`config.mk`:
```
export PLATFORM = sky130hd
export DESIGN_NAME = icon_container_validator_top
export DESIGN_NICKNAME = d
export VERILOG_FILES = /design/src/rtl/core/icv_pkg.sv /design/src/rtl/core/icv_parser.sv /design/src/rtl/core/icon_container_validator_top.sv
export SDC_FILE = /design/constraint.sdc
export NUM_CORES = 1
export LEC_CHECK = 0
export BUFFER_PORTS_ARGS = -buffer_cell sky130_fd_sc_hd__buf_4
export CAP_MARGIN = 20
export CORE_MARGIN = 2
export CORE_UTILIZATION = 55
export DETAILED_ROUTE_END_ITERATION = 16
export PLACE_DENSITY = 0.71
export SLEW_MARGIN = 20
export SYNTH_ARGS = -nofsm -noshare
export SYNTH_HDL_FRONTEND = slang
export SYNTH_SLANG_ARGS = --single-unit
```
`constraint.sdc`:
```
create_clock -name aclk -period 7.25 [get_ports aclk]
set_clock_uncertainty 0.2 [all_clocks]
set_input_delay 1.0875 -clock aclk [delete_from_list [all_inputs] [get_ports aclk]]
set_output_delay 1.0875 -clock aclk [all_outputs]
set_load 0.01 [all_outputs]
```
`src/rtl/core/icv_pkg.sv`:
```
package icv_pkg;

    // File size bound and table size bound
    localparam logic [32:0] MAX_FILE_BYTES = 33'd536870912;
    localparam logic [8:0]  MAX_ENTRIES    = 9'd256;

    // Widths of the stream counters
    localparam int POS_W = 30;
    localparam int OFS_W = 33;

    // Format selector codes
    localparam logic FMT_ICO  = 1'b0;
    localparam logic FMT_ICNS = 1'b1;

    // ICO header and entry constants
    localparam logic [15:0] ICO_TYPE_ICON  = 16'd1;
    localparam logic [15:0] ICO_PLANES     = 16'd1;
    localparam logic [15:0] ICO_BPP        = 16'd32;
    localparam logic [32:0] ICO_DIR_BASE   = 33'd6;

    // ICNS constants
    localparam logic [31:0] ICNS_MAGIC     = 32'h69636e73;
    localparam logic [31:0] ICNS_MIN_CHUNK = 32'd9;
    localparam logic [POS_W-1:0] ICNS_MIN_LEN = 30'd17;
    localparam logic [OFS_W-1:0] ICNS_HDR_LEN = 33'd8;

    // Verdict handed from the parser to the output stage
    typedef struct packed {
        logic       ok;
        logic [8:0] count;
    } verdict_t;

endpackage

```
`src/rtl/core/icv_parser.sv`:
```
module icv_parser (
    input  logic              aclk,
    input  logic              aresetn,
    input  logic              clear,
    input  logic              step,
    input  logic [7:0]        data_byte,
    input  logic              last_byte,
    input  logic              format_sel,
    output icv_pkg::verdict_t verdict
);

    typedef enum logic [1:0] {
        PH_HEADER,
        PH_TABLE,
        PH_BODY,
        PH_CHUNKHDR
    } phase_t;

    phase_t                     phase_reg, phase_next;
    logic [icv_pkg::POS_W-1:0]  pos_reg, pos_next;
    logic [31:0]                shift_reg, shift_next;
    logic [8:0]                 total_reg, total_next;
    logic [8:0]                 index_reg, index_next;
    logic [icv_pkg::OFS_W-1:0]  offset_reg, offset_next;
    logic [31:0]                declared_reg, declared_next;
    logic [icv_pkg::OFS_W-1:0]  boundary_reg, boundary_next;
    logic [8:0]                 tally_reg, tally_next;
    logic                       failed_reg, failed_next;

    logic [31:0]                shift_ico;
    logic [31:0]                shift_icns;
    logic [15:0]                half;
    logic [3:0]                 rel;
    logic [icv_pkg::OFS_W-1:0]  pos_wide;
    logic [icv_pkg::OFS_W-1:0]  len_wide;
    logic [1:0]                 magic_sel;
    logic [7:0]                 magic_byte;

    assign shift_ico  = {data_byte, shift_reg[31:8]};
    assign shift_icns = {shift_reg[23:0], data_byte};
    assign half       = shift_ico[31:16];
    assign rel        = pos_reg[3:0] - 4'd6;
    assign pos_wide   = {{(icv_pkg::OFS_W-icv_pkg::POS_W){1'b0}}, pos_reg};
    assign magic_sel  = pos_reg[1:0];
    assign magic_byte = icv_pkg::ICNS_MAGIC[8*(3-magic_sel) +: 8];

    // Per-byte parse step, written in the order the checks apply
    always_comb begin
        phase_next    = phase_reg;
        pos_next      = pos_reg;
        shift_next    = shift_reg;
        total_next    = total_reg;
        index_next    = index_reg;
        offset_next   = offset_reg;
        declared_next = declared_reg;
        boundary_next = boundary_reg;
        tally_next    = tally_reg;
        failed_next   = failed_reg;

        if (pos_wide >= icv_pkg::MAX_FILE_BYTES) begin
            failed_next = 1'b1;
        end else begin
            pos_next = pos_reg + 1'b1;
            if (!failed_reg) begin
                if (format_sel == icv_pkg::FMT_ICNS) begin
                    shift_next = shift_icns;
                    if (phase_reg == PH_HEADER) begin
                        if (pos_reg < 30'd4 && data_byte != magic_byte) begin
                            failed_next = 1'b1;
                        end
                        if (pos_reg == 30'd7) begin
                            declared_next = shift_icns;
                            boundary_next = icv_pkg::ICNS_HDR_LEN;
                            phase_next    = PH_BODY;
                        end
                    end else begin
                        // chunk start
                        if (phase_next == PH_BODY && pos_wide == boundary_next) begin
                            tally_next = tally_reg + 1'b1;
                            if (tally_next > icv_pkg::MAX_ENTRIES) begin
                                failed_next = 1'b1;
                            end
                            phase_next = PH_CHUNKHDR;
                        end
                        // last byte of the chunk length field
                        if (phase_next == PH_CHUNKHDR &&
                            pos_wide == boundary_next + 33'd7) begin
                            if (shift_icns < icv_pkg::ICNS_MIN_CHUNK) begin
                                failed_next = 1'b1;
                            end
                            boundary_next = boundary_next + {1'b0, shift_icns};
                            if (boundary_next > icv_pkg::MAX_FILE_BYTES) begin
                                failed_next = 1'b1;
                            end
                            phase_next = PH_BODY;
                        end
                    end
                end else begin
                    shift_next = shift_ico;
                    if (phase_reg == PH_HEADER) begin
                        if (pos_reg == 30'd1 && half != 16'd0) begin
                            failed_next = 1'b1;
                        end
                        if (pos_reg == 30'd3 && half != icv_pkg::ICO_TYPE_ICON) begin
                            failed_next = 1'b1;
                        end
                        if (pos_reg == 30'd5) begin
                            if (half == 16'd0 || half > {7'd0, icv_pkg::MAX_ENTRIES}) begin
                                failed_next = 1'b1;
                            end else begin
                                total_next  = half[8:0];
                                index_next  = 9'd0;
                                offset_next = icv_pkg::ICO_DIR_BASE +
                                              {20'd0, half[8:0], 4'd0};
                                phase_next  = PH_TABLE;
                            end
                        end
                    end else if (phase_reg == PH_TABLE) begin
                        if (rel == 4'd5 && half != icv_pkg::ICO_PLANES) begin
                            failed_next = 1'b1;
                        end
                        if (rel == 4'd7 && half != icv_pkg::ICO_BPP) begin
                            failed_next = 1'b1;
                        end
                        if (rel == 4'd11) begin
                            declared_next = shift_ico;
                            if (shift_ico == 32'd0) begin
                                failed_next = 1'b1;
                            end
                        end
                        if (rel == 4'd15) begin
                            if ({1'b0, shift_ico} != offset_reg) begin
                                failed_next = 1'b1;
                            end
                            offset_next = offset_reg + {1'b0, declared_reg};
                            if (offset_next > icv_pkg::MAX_FILE_BYTES) begin
                                failed_next = 1'b1;
                            end
                            index_next = index_reg + 1'b1;
                            if (index_next >= total_reg) begin
                                phase_next = PH_BODY;
                            end
                        end
                    end
                end
            end
        end
    end

    // Verdict at the final byte, from the updated state
    assign len_wide = {{(icv_pkg::OFS_W-icv_pkg::POS_W){1'b0}}, pos_next};

    always_comb begin
        verdict.ok    = 1'b0;
        verdict.count = 9'd0;
        if (format_sel == icv_pkg::FMT_ICNS) begin
            if (!failed_next && pos_next >= icv_pkg::ICNS_MIN_LEN &&
                phase_next == PH_BODY && {1'b0, declared_next} == len_wide &&
                boundary_next == len_wide && tally_next != 9'd0) begin
                verdict.ok    = 1'b1;
                verdict.count = tally_next;
            end
        end else begin
            if (!failed_next && phase_next == PH_BODY && offset_next == len_wide) begin
                verdict.ok    = 1'b1;
                verdict.count = total_next;
            end
        end
    end

    // Stream state; cleared on reset, format write and after each file
    always_ff @(posedge aclk) begin
        if (!aresetn || clear || (step && last_byte)) begin
            phase_reg    <= PH_HEADER;
            pos_reg      <= '0;
            shift_reg    <= '0;
            total_reg    <= '0;
            index_reg    <= '0;
            offset_reg   <= '0;
            declared_reg <= '0;
            boundary_reg <= '0;
            tally_reg    <= '0;
            failed_reg   <= 1'b0;
        end else if (step) begin
            phase_reg    <= phase_next;
            pos_reg      <= pos_next;
            shift_reg    <= shift_next;
            total_reg    <= total_next;
            index_reg    <= index_next;
            offset_reg   <= offset_next;
            declared_reg <= declared_next;
            boundary_reg <= boundary_next;
            tally_reg    <= tally_next;
            failed_reg   <= failed_next;
        end
    end

endmodule

```
`src/rtl/core/icon_container_validator_top.sv`:
```
// The verdict is registered at the transfer of the final byte and appears on m_ in the cycle after it.
// Throughput: one byte per cycle when not stalled; the whole parse step sits between the stream
// state registers and the output register.
// Input is stalled while a verdict waits in the output register and m_tready is low,
// and in a cycle with a format write.
// Reset (aresetn, synchronous, active low) clears the stream state, the output
// register valid flag and sets the format to ICO.
module icon_container_validator_top (
    input  logic        aclk,
    input  logic        aresetn,
    input  logic        cfg_valid,
    output logic        cfg_ready,
    input  logic        cfg_data,     // format_select
    input  logic        s_tvalid,
    output logic        s_tready,
    input  logic [7:0]  s_tdata,      // [7:0] data_byte
    input  logic        s_tlast,      // last_byte
    output logic        m_tvalid,
    input  logic        m_tready,
    output logic [15:0] m_tdata       // [0] container_valid, [9:1] representation_count
);

    logic              format_reg;
    logic              out_valid_reg;
    icv_pkg::verdict_t out_reg;
    icv_pkg::verdict_t verdict;
    logic              cfg_write;
    logic              in_xfer;

    // a format write takes the cycle; no byte transfer alongside it
    assign cfg_ready = 1'b1;
    assign cfg_write = cfg_valid;
    assign s_tready  = (!out_valid_reg || m_tready) && !cfg_valid;
    assign in_xfer   = s_tvalid && s_tready;

    icv_parser u_parser (
        .aclk       (aclk),
        .aresetn    (aresetn),
        .clear      (cfg_write),
        .step       (in_xfer),
        .data_byte  (s_tdata),
        .last_byte  (s_tlast),
        .format_sel (format_reg),
        .verdict    (verdict)
    );

    // Format register
    always_ff @(posedge aclk) begin
        if (!aresetn) begin
            format_reg <= icv_pkg::FMT_ICO;
        end else if (cfg_write) begin
            format_reg <= cfg_data;
        end
    end

    // Output register
    always_ff @(posedge aclk) begin
        if (!aresetn) begin
            out_valid_reg <= 1'b0;
        end else if (in_xfer && s_tlast) begin
            out_valid_reg <= 1'b1;
        end else if (m_tready) begin
            out_valid_reg <= 1'b0;
        end
    end

    always_ff @(posedge aclk) begin
        if (in_xfer && s_tlast) begin
            out_reg <= verdict;
        end
    end

    assign m_tvalid = out_valid_reg;
    assign m_tdata  = {6'd0, out_reg.count, out_reg.ok};

endmodule

```
-- Yosys cells after proc, flatten, opt, wreduce, memory -nomap -nowiden
Cells that the tools add are included.
- register bits: 202
- latch bits: 0
- RAM bits: 0
- memory bits (read-only): 0
- input bits: 15
- output and inout bits: 19
- memories: 0
- add/sub/neg operators: 9
- $mul: 0
- divide/modulo/power cells: 0
- $lt $le $gt $ge: 9
- equality and inequality tests: 23
- shifts and indexed selects: 1
- mux-type cells: 85
- bitwise operators: 3
- reduce and logical (&&, ||, !) cells: 35
- operators by type and width (cell ; count):
    $mux W33 ; 14
    $mux W32 ; 9
    $mux W9 ; 16
    $add A33 B32 Y33 ; 2
    $eq A30 B33 Y1 ; 2
    $eq A33 B30 Y1 ; 2
    $gt A33 B30 Y1 const B ; 2
    $eq A30 B3 Y1 const B ; 2
    $mux W2 ; 17
    $add A33 B3 Y33 const B ; 1
    $ne A32 B33 Y1 ; 1
    $shiftx A32 B33 Y8 const A ; 1
    $eq A32 B30 Y1 ; 1
    $logic_not A32 Y1 ; 1
    $lt A32 B4 Y1 const B ; 1
    $add A30 B1 Y30 const B ; 1
    $eq A30 B1 Y1 const B ; 1
    $eq A30 B2 Y1 const B ; 1
    $ge A30 B30 Y1 const B ; 1
    $ge A30 B5 Y1 const B ; 1
    $lt A30 B3 Y1 const B ; 1
    $mux W10 ; 3
    $mux W30 ; 1
    $mux W1 ; 25
    26 further kinds ; 58

-- Logic depth before layout (Yosys ltp)
- depth in word-level cells: 23
- depth in mapped cells: 19
- gate-level depth less buffers: 15

-- Cells and area by module
From an unflattened synthesis, not the netlist that was laid out.
- cell total of the unflattened synthesis: 2548
- area, all modules: 19050.8 µm²
- by module, submodules not included (module ; instances ; cells an instance ; area each (µm²) ; seq. area each (µm²)):
    icv_parser ; 1 ; 2518 ; 18592.8 ; 3803.6
    icon_container_validator_top ; 1 ; 30 ; 457.9 ; 340.3

-- Worst setup path before layout
Ideal clock, no wire load.
- path kind: reg2reg
- from: reg u_parser.boundary_reg[0] (netlist bit)
- to: reg out_reg, in the netlist m_tdata[6] (data pin)
- setup time: 170 ps
- data arrival time: 5033 ps
- data required time: 6880 ps
- slack: 1847 ps
- stages on the path, launching flop included: 19
- path buffers: 3
- period minus slack after synthesis: 5403 ps
- cells stage by stage: dfxtp_1 -> clkbuf_1 -> inv_1 -> ha_1 -> nor2b_2 -> or4_1 -> clkbuf_1 -> or4_1 -> a22oi_1 -> or4b_4 -> nor4_4 -> nand2_2 -> mux2_4 -> a221oi_1 -> nor4b_2 -> o2111ai_1 -> or4_1 -> buf_4 -> o32ai_2
- RTL lines (item ; RTL line ; RTL):
    from (decl) ; icv_parser.sv:26 ; logic [icv_pkg::OFS_W-1:0] boundary_reg, boundary_next;
    from (signal assigned) ; icv_parser.sv:192 ; boundary_reg <= boundary_next;
    to (signal assigned) ; icon_container_validator_top.sv:69 ; out_reg <= verdict;
    to (decl) ; icon_container_validator_top.sv:25 ; icv_pkg::verdict_t out_reg;

==> results by group <==
Layout
  – Layout cells sized above 1: 8.134%
  – Register area: roughly 4100 sq um
  – Diode count: 0
  – Multi-input logic area: 14300 sq um
  – Layout Area Growth over Synthesis: 7.060%
  – Final nets: 2677
  – Fill count: 3216

Drt
  – Met3 routed WL: 12670 microns
  – Top sig layer: met4
  – Initial DRC count: 2972
  – Routed len/inst: 29.12 microns
  – Via count: 22.03k
  – M1 WL: 34060 microns
  – Drt first pass iters: 7
  – Antenna Nets Post-Route: 0
  – Post-DR vias/cell: 7.226
  – DRC viols: 0
  – Met2 WL post-DR: 35130 microns
  – Post-Route WL: 88780 microns

Clocking
  – Clock latency on the worst-skew pair: 560 ps
  – CTS tree: built
  – Max Buffers Root-to-Sink: 3
  – Hold_buf cts: 0
  – H-Tree Depth: 1
  – Total CTS buffers: 24
  – CTS clk-pin slew, worst paths: roughly 60 ps
  – Setup bufs post-CTS: 0
  – Cts repair resizes: 0
  – Clk sinks: roughly 200
  – CTS root buffer: clkbuf_16

Synth
  – Synth Flop Type: dfxtp_1
  – Yosys cell types: 94
  – Number of synthesized flops with an enable pin: 10
  – Area of the mapped netlist: ~19000 sq um
  – Sequential area share after synthesis: 21.30%
  – Synth Register Bits: around 200
  – Cells after Synth: 2664
  – Avg Cell Area, Syn: between 7 and 8 sq um
  – Yosys warnings: 0
  – Post-synth ARST share: 0%

Worst setup path
  – Reg2reg path depth: 16
  – CP cell instances: inv_1 -> ha_1 -> nor2b_2 -> or4_1 -> or4_1 -> a22oi_1 -> or4b_4 -> nor4_4 -> buf_4 -> nand2_2 -> mux2_4 -> a221oi_1 -> nor4b_2 -> o2111ai_1 -> or4_1 -> o32ai_2
  – Kind of critical path: flip-flop to flip-flop
  – R2r startpoint: u_parser.boundary_reg[0]
  – Critical Path Source Type: flip-flop
  – CP dominant cell by count: or4_1
  – Flop2flop setup slack: 720 ps
  – WP data arrival: 6700 ps
  – WP data required: 7410 ps
  – Slowest Stage Delay on Critical Path: 810 ps
  – Critical path peak fanout: 21
  – Worst path slowest cell: or4_1
  – Reg2reg end: m_tdata[8]
  – Crit end category: flip-flop

STA
  – Crit path time final: ~6500 ps
  – Hold WS: between 200 and 300 ps
  – Max_slew headroom: between 10% and 20%
  – Setup Viol. Count Final: 0
  – Worst setup margin: 716.1 ps
  – FMAX: between 150 and 200 MHz
  – Final period util: approximately nine tenths
  – Measured slew at the worst slew-check pin: about 1200 ps
  – RSZ-0062 raised after global routing: false
  – Slew Viols, Final: 0
  – Setup TNS: 0 ps
  – Final hold violations: 0

Die
  – Die Area: around 37000 sq um
  – Core area: 34710 sq um
  – Starting density of the core: between 50% and 60%
  – Die span in y: between 150 and 200 microns
  – Io pins: 34
  – Die width: 192.1 microns
  – Rows: 68

Place
  – Buffers on Ports: 26
  – Pre-CTS setup slack: 868.3 ps
  – RePlAce Congestion: 1.077
  – Hpwl dp: 65500 microns

GRT
  – Largest net degree at the start of global routing: 85
  – GR Overflow Total: 0
  – Wire length of the first global-routing pass: 129700 microns
  – Initial antenna violation count: 2
  – Number of global-route vias before repair: 19.90k
  – Tot GR Track Use: between 40% and 50%

Job
  – Max Cap Viol: 0

Pwr
  – Power density over cell area: 132.4 nW/um^2
  – VDD IR max: 0.2012 mV
  – Total power: 2.757 mW
  – P_leak: 7.976 nW

Worst hold path
  – Hold Startpoint: u_parser.total_reg[3]
  – Hold EP: u_parser.total_reg[3]
  – Hold path depth: 2
  – HP Class: flip-flop to flip-flop

Status
  – Status: complete, no violations
-- synth_stat cells (62+ instances only) --
| master | instances | area share, % |
|---|---|---|
| nand3_1 | 81 | 2.1 |
| o21ai_0 | 94 | 2.4 |
| nor3_1 | 62 | 1.6 |
| dfxtp_1 | 192 | 20 |
| nor2_1 | 309 | 6.0 |
| a21oi_1 | 190 | 4.9 |
| a211oi_1 | 71 | 2.7 |
| xnor2_1 | 115 | 5.2 |
| ha_1 | 82 | 5.3 |
| a22oi_1 | 72 | 2.8 |
| clkbuf_1 | 183 | 3.5 |
| nand2_1 | 253 | 4.9 |
| xor2_1 | 144 | 6.5 |
-- final cells by class --
cell class / instances / area share, %
multi-input cells: 2193 / 68.66
flip-flops and latches: 202 / 19.90
repair buffers: 110 / 3.964
clock buffers: 33 / 3.195
well taps: 455 / 2.733
inverters: 47 / 0.8469
clock inverters: 9 / 0.6967
-- cell families (layout without fill, tap and decap cells) --
logic type                 Yosys count  count (layout)  share of synthesized area (%)
other                                2               7                        0.03860
AOI/OAI and AO/OA                  772             772                          27.34
and+or+nand+nor                   1011            1011                          25.41
adders and majority gates           84              84                          5.479
muxes                               60              60                          3.132
buffers and inverters              274             199                          5.646
xor gates and xnor gates           259             259                          11.66
DFF                                202             202                          21.30
-- worst max-delay path by stage --
stage / slack, ps / cells after the start / from / end
3_5_place_dp: 870 / 16 / u_parser.boundary_reg[0] / m_tdata[8]
6_report: 720 / 16 / u_parser.boundary_reg[0] / m_tdata[8]
3_3_place_gp: 980 / 16 / u_parser.boundary_reg[0] / m_tdata[8]
5_1_grt: 400 / 16 / u_parser.boundary_reg[0] / m_tdata[8]
2_1_floorplan: 1850 / 18 / u_parser.boundary_reg[0] / m_tdata[6]
4_1_cts: 810 / 16 / u_parser.boundary_reg[0] / m_tdata[8]
-- report_power, final --
part           internal [mW]  switching [mW]  leakage [nW]
clock                  0.780           0.529         0.400
sequential              1.13          0.0279          1.65
combinational         0.0908           0.201          5.92
total                   2.00           0.758          7.98
-- worst max-delay path, delay by kind of cell, from the launching register on --
| kind | cells | cell delay [ps] |
|---|---|---|
| compound gates | 4 | 1070 |
| fa+ha+maj | 1 | 260 |
| buf+inv | 2 | 360 |
| flops | 1 | 560 |
| mux | 1 | 390 |
| simple gates | 8 | 3480 |
-- routing by layer --
metal  global-route usage, %  vias up
met2                   67.34     1632
met5                       0        -
met3                   15.26      408
li1                        -     9681
met4                   28.77        0
met1                   61.15    10310
-- metrics by stage --
step / utilization [%] / cell area (sq um) / instances
6_report: 60.01 / 20830 / 3049
5_1_grt: 60.01 / 20830 / 3049
4_1_cts: 59.99 / 20820 / 3049
3_5_place_dp: 57.65 / 20010 / 3007
3_3_place_gp: 57.65 / 20010 / 3007
2_1_floorplan: - / 19480 / 2669
-- layout by cell type, fill, tap and decap left out, types with 12 or more instances in the layout --
cell type,instances
and2_1,26
buf_4,110
inv_1,47
xnor2_1,111
and3_1,37
nor2_1,304
xor2_1,143
nand2_1,251
o31ai_1,14
nand3_1,81
clkbuf_16,25
o211ai_1,22
a211oi_1,71
a21o_1,42
nor4_1,56
a22oi_1,72
o21ai_0,94
or3_1,17
a31oi_1,36
nor3_1,62
nand2b_1,16
o2111ai_1,12
o22ai_1,34
ha_1,82
a221oi_1,16
mux2i_1,56
nor2b_1,12
dfxtp_1,191
and4_1,23
nand4_1,52
a21oi_1,189
or4_1,18
Power figures use the tool's default switching activity.
